$ cat src/hw/rtl/pps_pkg.sv
package pps_pkg;

    localparam int NUM_PINS = 3;
    localparam int PIN_IDX_W = 5;
    localparam int SCALE_W = 10;
    localparam int COUNT_W = 18;
    localparam int ADDR_W = 16;
    localparam int WORD_W = 16;
    localparam logic [SCALE_W-1:0] SCALE_RESET = SCALE_W'(100);

    localparam logic [7:0] OPC_HALT       = 8'h00;
    localparam logic [7:0] OPC_SHUTDOWN   = 8'h01;
    localparam logic [7:0] OPC_DELAY      = 8'h02;
    localparam logic [7:0] OPC_PIN_ON     = 8'h03;
    localparam logic [7:0] OPC_PIN_OFF    = 8'h04;
    localparam logic [7:0] OPC_PIN_TOGGLE = 8'h05;
    localparam logic [7:0] OPC_TELEMETRY  = 8'h06;
    localparam logic [7:0] OPC_JUMP       = 8'h07;
    localparam logic [7:0] OPC_HALT_ALT   = 8'hFF;

    typedef enum logic [1:0] {
        OP_EXEC  = 2'd0,
        OP_TICK  = 2'd1,
        OP_KILL  = 2'd2,
        OP_PAUSE = 2'd3
    } t_op;

    typedef enum logic [1:0] {
        ST_OK   = 2'd0,
        ST_HALT = 2'd1,
        ST_ERR  = 2'd2,
        ST_WAIT = 2'd3
    } t_status;

    typedef logic [NUM_PINS-1:0] t_pins;

    typedef struct packed {
        logic [ADDR_W-1:0]  program_pointer;
        logic [ADDR_W-1:0]  shutdown_pointer;
        t_pins              pins;
        logic [COUNT_W-1:0] delay_count;
        logic               waiting;
        logic               halted;
        logic               kill_pending;
        logic               pause_pending;
        logic               running_lamp;
    } t_state;

    localparam t_state STATE_RESET = '{
        program_pointer:  '0,
        shutdown_pointer: '0,
        pins:             '0,
        delay_count:      '0,
        waiting:          1'b0,
        halted:           1'b0,
        kill_pending:     1'b0,
        pause_pending:    1'b0,
        running_lamp:     1'b1
    };

    typedef struct packed {
        t_status           status;
        logic [ADDR_W-1:0] fetch_address;
        t_pins             pin_levels;
        logic              run_light;
        logic              telemetry_valid;
        logic [ADDR_W-1:0] telemetry_pointer;
        logic [ADDR_W-1:0] telemetry_shutdown;
    } t_result;

endpackage

$ cat src/hw/rtl/pin_program_sequencer.sv
// Pin program sequencer. Each accepted input word is either a program word to
// execute (operation 0) or a tick, kill or pause event, and gives exactly one
// result word in the next cycle. One word is accepted every cycle while the
// result register is empty or being drained; the limit is the single state
// register that each word updates. delay_scale is written through the
// configuration channel, which is always ready; write it only while idle.
module pin_program_sequencer
    import pps_pkg::*;
(
    input  logic                i_clk,
    input  logic                i_rst_n,
    input  logic                i_cfg_valid,
    output logic                o_cfg_ready,
    input  logic [SCALE_W-1:0]  i_cfg_delay_scale,
    input  logic                i_valid,
    output logic                o_ready,
    input  logic [1:0]          i_operation,
    input  logic [WORD_W-1:0]   i_instruction_word,
    output logic                o_valid,
    input  logic                i_ready,
    output logic [1:0]          o_status,
    output logic [ADDR_W-1:0]   o_fetch_address,
    output logic [NUM_PINS-1:0] o_pin_levels,
    output logic                o_run_light,
    output logic                o_telemetry_valid,
    output logic [ADDR_W-1:0]   o_telemetry_pointer,
    output logic [ADDR_W-1:0]   o_telemetry_shutdown
);

    logic [SCALE_W-1:0] r_scale;
    t_state             r_state;
    t_state             n_state;
    t_result            step_result;
    t_result            out_result;
    logic               space;
    logic               accept;

    assign o_cfg_ready = 1'b1;
    assign o_ready     = space;
    assign accept      = i_valid && space;

    always_ff @(posedge i_clk) begin
        if (!i_rst_n) begin
            r_scale <= SCALE_RESET;
        end else if (i_cfg_valid) begin
            r_scale <= i_cfg_delay_scale;
        end
    end

    always_ff @(posedge i_clk) begin
        if (!i_rst_n) begin
            r_state <= STATE_RESET;
        end else if (accept) begin
            r_state <= n_state;
        end
    end

    pps_step u_step (
        .i_state  (r_state),
        .i_op     (t_op'(i_operation)),
        .i_word   (i_instruction_word),
        .i_scale  (r_scale),
        .o_state  (n_state),
        .o_result (step_result)
    );

    pps_out_stage u_out (
        .i_clk    (i_clk),
        .i_rst_n  (i_rst_n),
        .i_load   (i_valid),
        .i_result (step_result),
        .i_take   (i_ready),
        .o_space  (space),
        .o_valid  (o_valid),
        .o_result (out_result)
    );

    assign o_status             = out_result.status;
    assign o_fetch_address      = out_result.fetch_address;
    assign o_pin_levels         = out_result.pin_levels;
    assign o_run_light          = out_result.run_light;
    assign o_telemetry_valid    = out_result.telemetry_valid;
    assign o_telemetry_pointer  = out_result.telemetry_pointer;
    assign o_telemetry_shutdown = out_result.telemetry_shutdown;

endmodule

$ cat src/hw/rtl/pps_step.sv
module pps_step
    import pps_pkg::*;
(
    input  t_state             i_state,
    input  t_op                i_op,
    input  logic [WORD_W-1:0]  i_word,
    input  logic [SCALE_W-1:0] i_scale,
    output t_state             o_state,
    output t_result            o_result
);

    logic [7:0]           opc;
    logic [7:0]           opnd;
    logic [PIN_IDX_W-1:0] pin;
    logic                 pin_ok;
    t_pins                pin_bit;
    logic [COUNT_W-1:0]   product;
    logic [COUNT_W-1:0]   count_dec;
    logic [ADDR_W-1:0]    pp_inc;
    t_state               n;
    t_result              r;

    assign opc       = i_word[15:8];
    assign opnd      = i_word[7:0];
    assign pin       = opnd[PIN_IDX_W-1:0];
    assign pin_ok    = {1'b0, pin} < (PIN_IDX_W+1)'(NUM_PINS);
    assign pin_bit   = t_pins'(1) << pin;
    assign product   = {{(COUNT_W-8){1'b0}}, opnd} * {{(COUNT_W-SCALE_W){1'b0}}, i_scale};
    assign count_dec = i_state.delay_count - COUNT_W'(1);
    assign pp_inc    = i_state.program_pointer + ADDR_W'(1);

    always_comb begin
        n = i_state;
        r = '0;
        r.status = ST_OK;
        if (i_state.halted) begin
            r.status = ST_HALT;
        end else begin
            unique case (i_op)
                OP_EXEC: begin
                    if (i_state.kill_pending) begin
                        n.halted = 1'b1;
                        n.running_lamp = 1'b0;
                        n.waiting = 1'b0;
                        n.delay_count = '0;
                        n.kill_pending = 1'b0;
                        r.status = ST_HALT;
                    end else if (i_state.waiting) begin
                        r.status = ST_WAIT;
                    end else begin
                        unique case (opc)
                            OPC_HALT, OPC_HALT_ALT: begin
                                n.halted = 1'b1;
                                n.running_lamp = 1'b0;
                                n.waiting = 1'b0;
                                n.delay_count = '0;
                                n.kill_pending = 1'b0;
                                r.status = ST_HALT;
                            end
                            OPC_SHUTDOWN: begin
                                n.shutdown_pointer = {{(ADDR_W-8){1'b0}}, opnd};
                                n.program_pointer = pp_inc;
                            end
                            OPC_DELAY: begin
                                if (i_state.pause_pending) begin
                                    n.pause_pending = 1'b0;
                                    n.program_pointer = i_state.shutdown_pointer;
                                end else if (product == '0) begin
                                    n.delay_count = '0;
                                    n.program_pointer = pp_inc;
                                end else begin
                                    n.delay_count = product;
                                    n.waiting = 1'b1;
                                    r.status = ST_WAIT;
                                end
                            end
                            OPC_PIN_ON, OPC_PIN_OFF, OPC_PIN_TOGGLE: begin
                                if (!pin_ok) begin
                                    r.status = ST_ERR;
                                end else begin
                                    priority if (opc == OPC_PIN_ON) begin
                                        n.pins = i_state.pins | pin_bit;
                                    end else if (opc == OPC_PIN_OFF) begin
                                        n.pins = i_state.pins & ~pin_bit;
                                    end else begin
                                        n.pins = i_state.pins ^ pin_bit;
                                    end
                                    n.program_pointer = pp_inc;
                                end
                            end
                            OPC_TELEMETRY: begin
                                r.telemetry_valid = 1'b1;
                                r.telemetry_pointer = i_state.program_pointer;
                                r.telemetry_shutdown = i_state.shutdown_pointer;
                                n.program_pointer = pp_inc;
                            end
                            OPC_JUMP: begin
                                n.program_pointer = {{(ADDR_W-8){1'b0}}, opnd};
                            end
                            default: begin
                                r.status = ST_ERR;
                            end
                        endcase
                    end
                end
                OP_TICK: begin
                    if (i_state.waiting) begin
                        n.delay_count = count_dec;
                        if (count_dec == '0) begin
                            n.waiting = 1'b0;
                            n.program_pointer = pp_inc;
                        end else begin
                            r.status = ST_WAIT;
                        end
                    end
                end
                OP_KILL: begin
                    if (i_state.waiting) begin
                        n.halted = 1'b1;
                        n.running_lamp = 1'b0;
                        n.waiting = 1'b0;
                        n.delay_count = '0;
                        n.kill_pending = 1'b0;
                        r.status = ST_HALT;
                    end else begin
                        n.kill_pending = 1'b1;
                    end
                end
                OP_PAUSE: begin
                    if (i_state.waiting) begin
                        n.waiting = 1'b0;
                        n.delay_count = '0;
                        n.program_pointer = i_state.shutdown_pointer;
                    end else begin
                        n.pause_pending = 1'b1;
                    end
                end
                default: begin
                    r.status = ST_OK;
                end
            endcase
        end
        r.fetch_address = n.program_pointer;
        r.pin_levels = n.pins;
        r.run_light = n.running_lamp;
    end

    assign o_state  = n;
    assign o_result = r;

endmodule

$ cat src/hw/rtl/pps_out_stage.sv
module pps_out_stage
    import pps_pkg::*;
(
    input  logic    i_clk,
    input  logic    i_rst_n,
    input  logic    i_load,
    input  t_result i_result,
    input  logic    i_take,
    output logic    o_space,
    output logic    o_valid,
    output t_result o_result
);

    logic    r_valid;
    t_result r_result;

    assign o_space = !r_valid || i_take;

    always_ff @(posedge i_clk) begin
        if (!i_rst_n) begin
            r_valid <= 1'b0;
        end else if (o_space) begin
            r_valid <= i_load;
        end
    end

    always_ff @(posedge i_clk) begin
        if (i_load && o_space) begin
            r_result <= i_result;
        end
    end

    assign o_valid  = r_valid;
    assign o_result = r_result;

endmodule

$ cat config.mk
export PLATFORM = sky130hd
export DESIGN_NAME = pin_program_sequencer
export DESIGN_NICKNAME = d
export VERILOG_FILES = /design/src/hw/rtl/pps_pkg.sv /design/src/hw/rtl/pin_program_sequencer.sv /design/src/hw/rtl/pps_step.sv /design/src/hw/rtl/pps_out_stage.sv
export SDC_FILE = /design/constraint.sdc
export NUM_CORES = 1
export LEC_CHECK = 0
export ABC_AREA = 0
export BUFFER_PORTS_ARGS = -buffer_cell sky130_fd_sc_hd__buf_4
export CORE_MARGIN = 4
export CORE_UTILIZATION = 35
export CTS_CLUSTER_SIZE = 8
export DETAILED_ROUTE_END_ITERATION = 6
export PLACE_DENSITY = 0.48
export SLEW_MARGIN = 20
export SYNTH_ARGS = -nofsm -noshare
export SYNTH_HDL_FRONTEND = slang
export SYNTH_HIERARCHICAL = 1
export SYNTH_SLANG_ARGS = --single-unit
$ cat constraint.sdc
create_clock -name i_clk -period 8.86 [get_ports i_clk]
set_clock_uncertainty 0.15 [all_clocks]
set_input_delay 1.772 -clock i_clk [delete_from_list [all_inputs] [get_ports i_clk]]
set_output_delay 1.772 -clock i_clk [all_outputs]
set_load 0.03 [all_outputs]
**Word level (Yosys, flattened, before mapping)**

Cells that the tools add are included.
W data, S select, Z words.

- Bits in writable memories: 0
- Bits in read-only memories: 0
- Bits in latches: 0
- Memories kept: 0
- Logic and storage cells: 122
- Flip-flop bits (word level): 108
- Bits of input ports: 33
- Output and inout port bits: 58

- Multipliers: 1
- Equality and inequality tests: 21
- Divide/modulo/power cells: 0
- Add/sub/neg operators: 2
- $lt $le $gt $ge: 1
- Multiplexer cells: 49
- Shift operators: 1
- Reduce and logical (&&, ||, !) cells: 20
- Bitwise gates (word level): 9

Operator list:

| kind | number |
|---|---|
| $mux W58 | 2 |
| $mux W16 | 6 |
| $mux W19 | 4 |
| $pmux W19 S4 | 1 |
| $pmux W16 S4 | 1 |
| $pmux W16 S3 | 1 |
| $pmux W19 S2 | 1 |
| $logic_not A18 Y1 | 2 |
| $mux W35 | 1 |
| $mux W33 | 1 |
| $eq A8 B3 Y1 const B | 4 |
| $mux W21 | 1 |
| $mux W20 | 1 |
| $mul A8 B10 Y18 | 1 |
| $mux W18 | 1 |
| $sub A18 B1 Y18 const B | 1 |
| $add A16 B1 Y16 const B | 1 |
| $eq A8 B2 Y1 const B | 2 |
| $mux W2 | 8 |
| $ne A2 B2 Y1 const B | 7 |
| $mux W3 | 4 |
| $mux W1 | 10 |
| $eq A8 B1 Y1 const B | 1 |
| $eq A8 B8 Y1 const B | 1 |
| other kinds (31) | 41 |

**Longest topological paths before layout**

Gate-level depths: netlist of the first run.

- Depth after elaboration: 11
- Depth in mapped cells: 26
- Depth with buffers taken out: 22

**Hierarchy**

Netlist of the first run, hierarchy kept.

By module, submodules not included:

| module | cells each | seq. area each (µm²) | area each (µm²) | times used |
|---|---|---|---|---|
| pps_step | 1048 | 0.0 | 6976.7 | 1 |
| pin_program_sequencer | 298 | 1361.3 | 2595.0 | 1 |
| pps_out_stage | 60 | 1671.6 | 1709.1 | 1 |

**Worst setup path after synthesis of the first run**

OpenSTA, ideal clock, no wires.

- Path kind: input -> register
- Start point: in i_instruction_word[2]
- End point: reg r_state[43] (netlist name)
- Stages: 23
- Path slack: 1474 ps
- Setup time: 69 ps
- Data required time: 8641 ps
- Data arrival time: 7167 ps
- Buffers on the path: 4
- Cells stage by stage: clkbuf_1 -> nand2_1 -> fa_1 -> fa_1 -> fa_1 -> fa_1 -> inv_1 -> ha_1 -> buf_6 -> and3_1 -> a221o_1 -> a31o_1 -> xor2_1 -> or3_4 -> nor4_4 -> and2_1 -> buf_4 -> nor2_1 -> o311a_1 -> a221oi_1 -> buf_4 -> nand4_1 -> o21ai_1

RTL lines:

| element | RTL line | RTL |
|---|---|---|
| start, declared | pin_program_sequencer.sv:18 | `input logic [WORD_W-1:0] i_instruction_word,` |
| end signal, assigned | pin_program_sequencer.sv:54 | `r_state <= n_state;` |
| end, declared | pin_program_sequencer.sv:31 | `t_state r_state;` |

**Final worst setup path of the first run**

- Start point: in i_instruction_word[2]
- End point: reg r_state[12] (netlist name)

- Cells in the longest elaborated chain, start to end: 8

RTL lines:

| element | RTL line | RTL |
|---|---|---|
| $mul A8 B10 Y18 * | pps_step.sv:28 | `assign product = {{(COUNT_W-8){1'b0}}, opnd} * {{(COUNT_W-SCALE_W){1'b0}}, i_scale};` |
| $logic_not A18 Y1 | pps_step.sv:68 | `end else if (product == '0) begin` |
| $mux W18 * | pps_step.sv:68 |  |
| $mux W19 * | pps_step.sv:65 | `if (i_state.pause_pending) begin` |
| $pmux W19 S2 * | pps_step.sv:51 | `unique case (opc)` |
| $mux W58 * | pps_step.sv:48 | `end else if (i_state.waiting) begin` |
| $mux W21 * | pps_step.sv:41 | `if (i_state.kill_pending) begin` |
| $pmux W19 S4 * | pps_step.sv:39 | `unique case (i_op)` |

Every way passes the cells marked *; elsewhere a longest branch is shown, timed or not. The select of a mux whose other input is x is not followed.
A chain may end at the register's enable or synchronous reset.

==> impl_metrics.env, run 1 <==
export IMPL_io_buffers=89
export IMPL_gp_congestion=0.857
export IMPL_switching_share_pct=36.4
export IMPL_yosys_area_share_simple_pct=24.7
export IMPL_comb_power_share_pct=34.9
export IMPL_vias=10500
export IMPL_area_growth_pct=10.6
export IMPL_yosysSeqAreaShare_pct=26.9
export IMPL_final_antenna_net_count=0
export IMPL_rows=65
export IMPL_synth_xor_area_share_pct=1.86
export IMPL_relSlewSlack_pct=31.9
export IMPL_clockPowerShare_pct=34.2
export IMPL_syn_inst=1406
export IMPL_antenna_found_initial=1
export IMPL_async_flop_share_pct=0
export IMPL_hold_viol=0
export IMPL_drc=0
export IMPL_gr_total_overflow=0
export IMPL_post_dp_hpwl_mm=26.3
export IMPL_grt_pass1_vias=10200
export IMPL_stdcell_count=1808
export IMPL_drt_iter0_drc=802
export IMPL_track_usage_pct=21.6
export IMPL_die_h_um=188
export IMPL_drive_above_1_share_pct=12.5
export IMPL_clk_pin_slew_ns=0.06
export IMPL_wl_per_cell_um=21.4
export IMPL_cts_tree="yes"
export IMPL_grt_setup_unrepaired="false"
export IMPL_avgSynthCellArea_um2=8.02
export IMPL_slew_viol_final=0
export IMPL_worstHoldPathType="register to register"
export IMPL_clkLatencyLatePin_ns=0.44
export IMPL_synth_seq_cells=124
export IMPL_io_pins=91
export IMPL_synth_area_leaders="edfxtp_1 15%, dfxtp_1 12%, fa_1 8.5%"
export IMPL_internal_power_uw=1310
export IMPL_cts_hold_fix_buffers=0
export IMPL_first_pass_iters=7
export IMPL_final_nets=1525
export IMPL_p_total_uw=2060
export IMPL_cp_required_ns=9.00
export IMPL_critPathKind="input port to register"
export IMPL_root_buffer="clkbuf_16"
export IMPL_drv_cap=0
export IMPL_synth_compound_area_share_pct=19.6
export IMPL_core_area_mm2=0.0316
export IMPL_syn_nets=1539
export IMPL_ctsResizeCount=0
export IMPL_die_w_um=188
export IMPL_clockBufferDepth=2
export IMPL_muxShareOfSynthArea_pct=3.56
export IMPL_p_leak_uw=0.00478
export IMPL_p_seq_share_pct=30.8
export IMPL_synth_fa_ha_area_share_pct=14.4
export IMPL_cts_setup_buffers=0
export IMPL_fin_crit_ns=7.73
export IMPL_fin_util_pct=39.4
export IMPL_ys_types=82
export IMPL_start_kind="input port"
export IMPL_synth_top_area_share_pct=14.6
export IMPL_grt_pass1_wl_mm=60.5
export IMPL_ir_worst_vdd_mv=0.133
export IMPL_critPathCaptureType="register"
export IMPL_synth_edf_count=55
export IMPL_synth_area_mm2=0.0113
export IMPL_status="complete, no violations"
export IMPL_dieArea_mm2=0.0352
export IMPL_fmax_mhz=129
export IMPL_switching_power_uw=749
export IMPL_grt_max_degree=78
export IMPL_dp_cells=1775
export IMPL_setup_tns_ns=0
export IMPL_synth_top_family_by_area="simple AND/OR/NAND/NOR gates"
export IMPL_worstPathArrival_ns=7.87
export IMPL_cp_max_fo=15
export IMPL_power_density_mw_per_mm2=165
export IMPL_cts_sinks=124
export IMPL_htreeDepth=4
export IMPL_vias_per_cell=5.83
export IMPL_synth_warnings=6
export IMPL_worst_pin_slew_ns=1.02
export IMPL_synth_top_area_cell="edfxtp_1"
export IMPL_ys_flop_type="dfxtp_1"
export IMPL_wl_mm=38.7
export IMPL_cts_buffers=17
export IMPL_finalSetupViolations=0
export IMPL_start_util_pct=35.7
export IMPL_period_share_pct=87.3
power by group through the flow:
stage          sequential, uW  clock [uW]  combinational, uW
4_1_cts                   636         719                722
5_1_grt                   638         744                795
2_1_floorplan             665           0                507
6_report                  635         706                720
3_3_place_gp              648           0                720
3_5_place_dp              648           0                717
sequential cells by signal, indices dropped and copies added, names as in the netlist:
register and cells:
r_scale 10, u_out/o_result 55, u_out/o_valid 1, r_state 58
routing by layer:
| metal | track usage, % | share of wire [%] |
|---|---|---|
| met5 | 0 | 0.031 |
| met1 | 28.9 | 44 |
| met2 | 35.9 | 48 |
| met4 | 6.83 | 2.3 |
| met3 | 3.39 | 5.9 |
Yosys cell counts, types with 48 or more instances:
library cell and number:
a21oi_1 70, and2_1 80, clkbuf_1 78, dfxtp_1 69, edfxtp_1 55, fa_1 48
ha_1 52, inv_1 90, nand2_1 168, nand4_1 66, nor2_1 82, o21ai_0 113
per-stage QoR:
stage | setup slack (ns) | area, um^2 | hold slack [ns]
final | 1.13 | 12500 | 0.348
after floorplan | 1.47 | 11300 | 0.277
after global placement | 0.914 | 11900 | 0.335
after detailed placement | 0.746 | 11900 | 0.342
after CTS | 1.20 | 12500 | 0.351
after global routing | 0.844 | 12500 | 0.377
path summary, 6_finish.rpt:
path / from / endpoint / slack, ns / cells after the start
worst max-delay path: i_instruction_word[2] / r_state[12] / 1.13 / 20
worst min-delay path: r_state[24] / r_state[24] / 0.35 / 2
worst max register to register: r_scale[7] / r_state[12] / 2.09 / 19
worst min register to register: r_state[24] / r_state[24] / 0.35 / 2
worst max-delay path: stages:
cell and delay, ns:
buf_4 0.19, nand2_1 0.10, fa_1 0.52, fa_1 0.58, fa_1 0.43, fa_1 0.49, inv_1 0.04, ha_1 0.36
a21o_1 0.25, a221o_1 0.37, a31o_1 0.25, xor2_1 0.18, or3_4 0.39, nor4_4 0.29, and2_1 0.72, nor3_1 0.22
a31o_1 0.27, a221o_1 0.28, nand4_1 0.07, o21ai_0 0.09
logic make-up after synthesis:
kind of cell    count (synthesis)
buf+inv                       226
other cells                     1
compound gates                348
flops                         124
xor+xnor                       24
mux                            38
fa+ha+maj                     101
simple gates                  544
layout make-up:
cell class	instances	area [um^2]
Multi-Input combinational cell	1056	7250
Timing Repair Buffer	103	773
Sequential cell	124	3030
Fill cell	3276	19200
Clock inverter	11	118
Antenna cell	1	2.50
Tap cell	402	503
Clock buffer	21	460
Inverter	90	338
cell usage in the layout, fill, tap and decap left out, drive strengths merged, types with 21 or more instances in the layout:
cell	n
fa	48
ha	52
inv	91
nor2	82
nor3	35
edfxtp	55
clkbuf	21
and2	82
nand3	33
nand4	67
o21ai	134
mux2i	21
a21oi	70
dfxtp	69
nand2	169
buf	103
(Power assumes the default switching activity.)
==> run 2, diff against run 1 <==
- BUFFER_PORTS_ARGS: -buffer_cell sky130_fd_sc_hd__buf_4 -> not set
- DONT_BUFFER_PORTS: not set -> 1
- PLACE_DENSITY: 0.48 -> 0.46
==> run 2 against run 1 <==
Net effect:
- worst hold slack barely moved
- routed wire length rose by 4.0%
- maximum frequency rose by 3.2%
- cell count fell by 5.0%
- clock power rose by 11%
- core utilization fell by 2.0 points
- critical endpoint unchanged
==> impl_metrics.env, run 2 (same netlist as run 1, synthesis figures left out) <==
export IMPL_core_area_mm2=0.0316
export IMPL_p_seq_share_pct=31.9
export IMPL_gp_congestion=0.905
export IMPL_diodes=0
export IMPL_root_buffer="clkbuf_16"
export IMPL_internal_power_uw=1340
export IMPL_p_total_uw=2090
export IMPL_cts_hold_fix_buffers=0
export IMPL_worstPathArrival_ns=7.62
export IMPL_wl_mm=40.3
export IMPL_finalSetupViolations=0
export IMPL_hold_viol=0
export IMPL_fillCellCount=3264
export IMPL_status="complete, no violations"
export IMPL_slowest_delay_ns=0.70
export IMPL_fin_crit_ns=7.49
export IMPL_cp_max_fo=15
export IMPL_antenna_found_initial=0
export IMPL_worst_pin_slew_ns=1.07
export IMPL_fmax_mhz=134
export IMPL_post_place_ws_ns=1.00
export IMPL_io_pins=91
export IMPL_vias_per_cell=6.02
export IMPL_crit_slowest_cell="and2_1"
export IMPL_switching_share_pct=35.8
export IMPL_ir_worst_vdd_mv=0.125
export IMPL_dieArea_mm2=0.0352
export IMPL_grt_use_met2_pct=36.5
export IMPL_cts_buffers=17
export IMPL_die_h_um=188
export IMPL_grt_max_degree=127
export IMPL_setup_tns_ns=0
export IMPL_period_share_pct=84.5
export IMPL_final_cell_mix="168 x nand2_1, 113 x o21ai_0, 90 x inv_1"
export IMPL_busiest_layer="met2"
export IMPL_cts_tree="yes"
export IMPL_grt_setup_unrepaired="false"
export IMPL_relSlewSlack_pct=28.8
export IMPL_finish_instance_area_mm2=0.0118
export IMPL_crit_path_frequent_cell="fa_1"
export IMPL_io_buffers=0
export IMPL_critPathKind="input port to register"
export IMPL_ctsResizeCount=0
export IMPL_fin_ws_ns=1.37
export IMPL_clk_pin_slew_ns=0.06
export IMPL_area_growth_pct=5.02
export IMPL_drive_above_1_share_pct=6.54
export IMPL_first_pass_iters=6
export IMPL_startpoint="i_instruction_word[2]"
export IMPL_grt_pass1_vias=9933
export IMPL_clockBufferDepth=2
export IMPL_track_usage_pct=22.4
export IMPL_drv_cap=0
export IMPL_final_antenna_net_count=0
export IMPL_clockPowerShare_pct=37.5
export IMPL_power_density_mw_per_mm2=176
export IMPL_final_common_cell="nand2_1"
export IMPL_wl_per_cell_um=23.5
export IMPL_slew_viol_final=0
export IMPL_vias=10300
export IMPL_largest_register="r_state"
export IMPL_drc=0
export IMPL_drt_iter0_drc=1089
export IMPL_die_w_um=188
export IMPL_largest_reg_flops=58
export IMPL_post_dp_hpwl_mm=27.0
export IMPL_place_area_mm2=0.0112
export IMPL_p_leak_uw=0.00437
export IMPL_critPathCaptureType="register"
export IMPL_fin_util_pct=37.4
export IMPL_critical_path_cell_chain="nand2_1 > fa_1 > fa_1 > fa_1 > fa_1 > inv_1 > ha_1 > and3_1 > a221o_1 > a31o_1 > xor2_1 > or3_4 > nor4_4 > and2_1 > nor3_1 > a31o_1 > a221o_1 > nand4_1 > o21ai_0"
export IMPL_grt_pass1_wl_mm=62.0
export IMPL_rows=65
export IMPL_start_util_pct=35.7
export IMPL_cts_setup_buffers=0
export IMPL_global_route_usage_met3_pct=3.44
export IMPL_r2r_start="r_scale[4]"
export IMPL_cp_required_ns=8.99
export IMPL_grtUsageMet1_pct=30.3
export IMPL_worstHoldPathType="register to register"
export IMPL_htreeDepth=4
export IMPL_cts_sinks=124
export IMPL_gr_total_overflow=0
export IMPL_switching_power_uw=747
export IMPL_comb_power_share_pct=30.7
export IMPL_hold_start="r_state[0]"
export IMPL_final_nets=1435
export IMPL_start_kind="input port"
export IMPL_clkLatencyLatePin_ns=0.44
[run 2: cell count changes in the layout (fill, tap and decap cells not counted), sizes merged]
cell and delta:
bufinv +2, diode -1, inv +1, buf -90, clkinv -1, clkbuf -2
[run 2: routing by layer]
| metal | wire, um | up-vias |
|---|---|---|
| li1 | - | 4804 |
| met1 | 17900 | 5079 |
| met4 | 1280 | 0 |
| met5 | 0 | - |
| met3 | 2200 | 64 |
| met2 | 18900 | 395 |
[run 2: cell type report]
| cell class | count | area (um^2) | share of cell area [%] |
|---|---|---|---|
| clock buffer | 19 | 443 | 3.74 |
| timing repair buffer | 13 | 97.6 | 0.824 |
| sequential | 124 | 3030 | 25.6 |
| tap | 402 | 503 | 4.25 |
| multi-input combinational | 1056 | 7240 | 61.1 |
| clock inverter | 13 | 189 | 1.59 |
| inverter | 90 | 338 | 2.85 |
[run 2: path summary, 6_finish.rpt]
check,to,slack (ns),cells past startpoint
min,r_state[0],0.35,2
min reg2reg,r_state[0],0.35,2
max reg2reg,r_state[12],2.09,19
max,r_state[12],1.37,19
[run 2: worst max-delay path, delay by kind of cell]
family	cells	cell delay [ns]
compound gates	5	1.21
xor+xnor	1	0.17
fa+ha+maj	5	2.40
buf+inv	1	0.04
simple gates	7	1.97
[run 2: through the flow]
step,std cells,hold WS (ns)
floorplan,1406,0.277
global placement,1685,0.336
detailed placement,1685,0.339
CTS,1717,0.348
global route,1717,0.390
finish,1717,0.348
[run 2: power by group through the flow]
| stage | Combinational (uW) | Clock [uW] | Sequential [uW] |
|---|---|---|---|
| after global routing | 709 | 824 | 667 |
| after floorplan | 507 | 0 | 665 |
| final | 640 | 781 | 665 |
| after CTS | 635 | 797 | 665 |
| after global placement | 635 | 0 | 678 |
| after detailed placement | 633 | 0 | 678 |
==> run 3, diff against run 2 <==
- ABC_AREA: 0 -> 1
- clock period: 8.86 -> 7.3 ns (I/O delays scaled with it)
==> run 3 against run 2 <==
Net effect:
- global-route usage down 0.82 points
- clock power up 16%
- critical path depth up 7
- first-iteration DRC count down 22%
- sequential share of layout area down 1.6 points
- largest power group is now combinational logic
- highest routed layer unchanged
==> impl_metrics.env, run 3 <==
export IMPL_cts_buffers=17
export IMPL_synth_area_mm2=0.0120
export IMPL_cp_required_ns=7.48
export IMPL_async_flop_share_pct=0
export IMPL_power_density_mw_per_mm2=229
export IMPL_synth_top_area_cell="nand2_1"
export IMPL_dp_cells=2218
export IMPL_io_buffers=0
export IMPL_worst_r2r_endpoint="r_state[56]"
export IMPL_setup_tns_ns=0
export IMPL_hold_ws_ns=0.313
export IMPL_hold_start="r_state[0]"
export IMPL_grt_pass1_wl_mm=63.1
export IMPL_relSlewSlack_pct=33.4
export IMPL_grt_pass1_vias=11200
export IMPL_final_cell_mix="479 x nand2_1, 298 x inv_1, 270 x nor2_1"
export IMPL_largest_reg_flops=58
export IMPL_cts_sinks=124
export IMPL_critPathCaptureType="register"
export IMPL_comb_power_share_pct=37.8
export IMPL_avgSynthCellArea_um2=6.41
export IMPL_period_share_pct=84.0
export IMPL_hold_depth=2
export IMPL_crit_path_frequent_cell="nand2_1"
export IMPL_rows=67
export IMPL_stdcell_count=2250
export IMPL_worstPathArrival_ns=6.31
export IMPL_cts_setup_buffers=0
export IMPL_post_dp_hpwl_mm=28.4
export IMPL_root_buffer="clkbuf_16"
export IMPL_critPathKind="input port to register"
export IMPL_drt_iter0_drc=853
export IMPL_drc=0
export IMPL_gp_congestion=0.905
export IMPL_core_area_mm2=0.0336
export IMPL_ys_types=47
export IMPL_wl_mm=39.4
export IMPL_ir_worst_vdd_mv=0.167
export IMPL_slew_viol_final=0
export IMPL_crit_slowest_cell="fa_1"
export IMPL_htreeDepth=4
export IMPL_cts_tree="yes"
export IMPL_yosysMostFrequentCell="nand2_1"
export IMPL_dieArea_mm2=0.0372
export IMPL_path_delay_family="adder cells"
export IMPL_ys_flop_type="dfxtp_1"
export IMPL_synth_edf_count=55
export IMPL_fmax_mhz=163
export IMPL_switching_power_uw=1200
export IMPL_finalSetupViolations=0
export IMPL_final_common_cell="nand2_1"
export IMPL_track_usage_pct=21.6
export IMPL_vias=11500
export IMPL_drv_cap=0
export IMPL_die_h_um=193
export IMPL_switching_share_pct=41.4
export IMPL_start_util_pct=35.6
export IMPL_fin_crit_ns=6.13
export IMPL_largest_register="r_state"
export IMPL_fin_ws_ns=1.17
export IMPL_p_leak_uw=0.00620
export IMPL_syn_nets=2002
export IMPL_rrSetupSlack_ns=1.56
export IMPL_gr_total_overflow=0
export IMPL_cts_hold_fix_buffers=0
export IMPL_internal_power_uw=1690
export IMPL_grt_max_degree=87
export IMPL_worstHoldPathType="register to register"
export IMPL_cp_num_buf_inv=3
export IMPL_grt_setup_unrepaired="false"
export IMPL_clockBufferDepth=2
export IMPL_clockPowerShare_pct=31.4
export IMPL_die_w_um=193
export IMPL_io_pins=91
export IMPL_status="complete, no violations"
export IMPL_syn_inst=1869
export IMPL_p_seq_share_pct=30.8
export IMPL_clkLatencyLatePin_ns=0.44
export IMPL_yosysSeqAreaShare_pct=25.3
export IMPL_fillCellCount=3665
export IMPL_drive_above_1_share_pct=4.61
export IMPL_final_nets=1922
export IMPL_r2r_cells=26
export IMPL_cp_max_fo=15
export IMPL_first_pass_iters=6
export IMPL_synth_area_leaders="nand2_1 15%, edfxtp_1 14%, dfxtp_1 12%"
export IMPL_area_growth_pct=5.56
export IMPL_whs_endpoint="r_state[0]"
export IMPL_post_place_ws_ns=0.759
export IMPL_start_kind="input port"
export IMPL_slowest_delay_ns=0.58
export IMPL_antenna_found_initial=0
export IMPL_synth_seq_cells=124
export IMPL_worst_pin_slew_ns=0.993
export IMPL_synthTopCellsByCount="479 x nand2_1, 299 x inv_1, 270 x nor2_1"
export IMPL_vias_per_cell=5.09
export IMPL_diodes=0
export IMPL_wl_per_cell_um=17.5
export IMPL_synth_top_area_share_pct=15.0
export IMPL_ctsResizeCount=0
export IMPL_hold_viol=0
export IMPL_clk_pin_slew_ns=0.06
export IMPL_synth_warnings=6
export IMPL_final_antenna_net_count=0
export IMPL_r2r_start="r_scale[8]"
## run 3: worst max path at each step
| stage | start | end | slack (ns) | cells after the start |
|---|---|---|---|---|
| after floorplan | i_instruction_word[2] | r_state[50] | 1.10 | 28 |
| after detailed placement | i_instruction_word[2] | r_state[56] | 0.76 | 26 |
| after global routing | i_instruction_word[2] | r_state[53] | 0.80 | 25 |
| after CTS | i_instruction_word[2] | r_state[56] | 1.21 | 26 |
| final | i_instruction_word[2] | r_state[56] | 1.17 | 26 |
| after global placement | i_instruction_word[2] | r_state[56] | 0.78 | 26 |
## run 3: through the flow
step	area, um^2	util [%]	total power (uW)
after floorplan	12000	-	1760
after global placement	12000	35.8	2000
after detailed placement	12000	35.8	2000
after CTS	12600	37.6	2920
after global routing	12600	37.6	3150
final	12600	37.6	2890
## run 3: kinds of logic after synthesis
kind of cell,after synthesis,synth area share [%]
muxes,1,0.0941
xor gates and xnor gates,24,1.76
DFF,124,25.3
and+or+nand+nor,890,30.5
AOI/OAI and AO/OA,299,13.7
buffers and inverters,430,15.1
other,1,0.0313
adders and majority gates,100,13.5
## run 3: power by group through the flow
stage          clock network [uW]  registers [uW]  logic (uW)
2_1_floorplan                   0             875         883
3_3_place_gp                    0             907        1090
3_5_place_dp                    0             907        1090
4_1_cts                       929             893        1100
5_1_grt                       963             902        1280
6_report                      907             891        1090
## run 3: area by class of cell
class	instances	area, um^2	area share [%]
clock buffers	19	443	3.50
well taps	448	561	4.44
flip-flops and latches	124	3030	24.0
inverters	319	1200	9.48
repair buffers	12	90.1	0.713
clock inverters	13	164	1.30
multi-input cells	1315	7150	56.6
## run 3: per-layer routing
layer  GRT usage, %  share of wire, %
met4           5.69               2.0
met2           38.2                49
met5              0                 0
met3           2.97               3.9
met1           27.9                45
## run 3: worst min-delay path, stage by stage (launching register included)
cell and delay (ns):
dfxtp_1 0.33, nand2_1 0.05, nand3_1 0.05
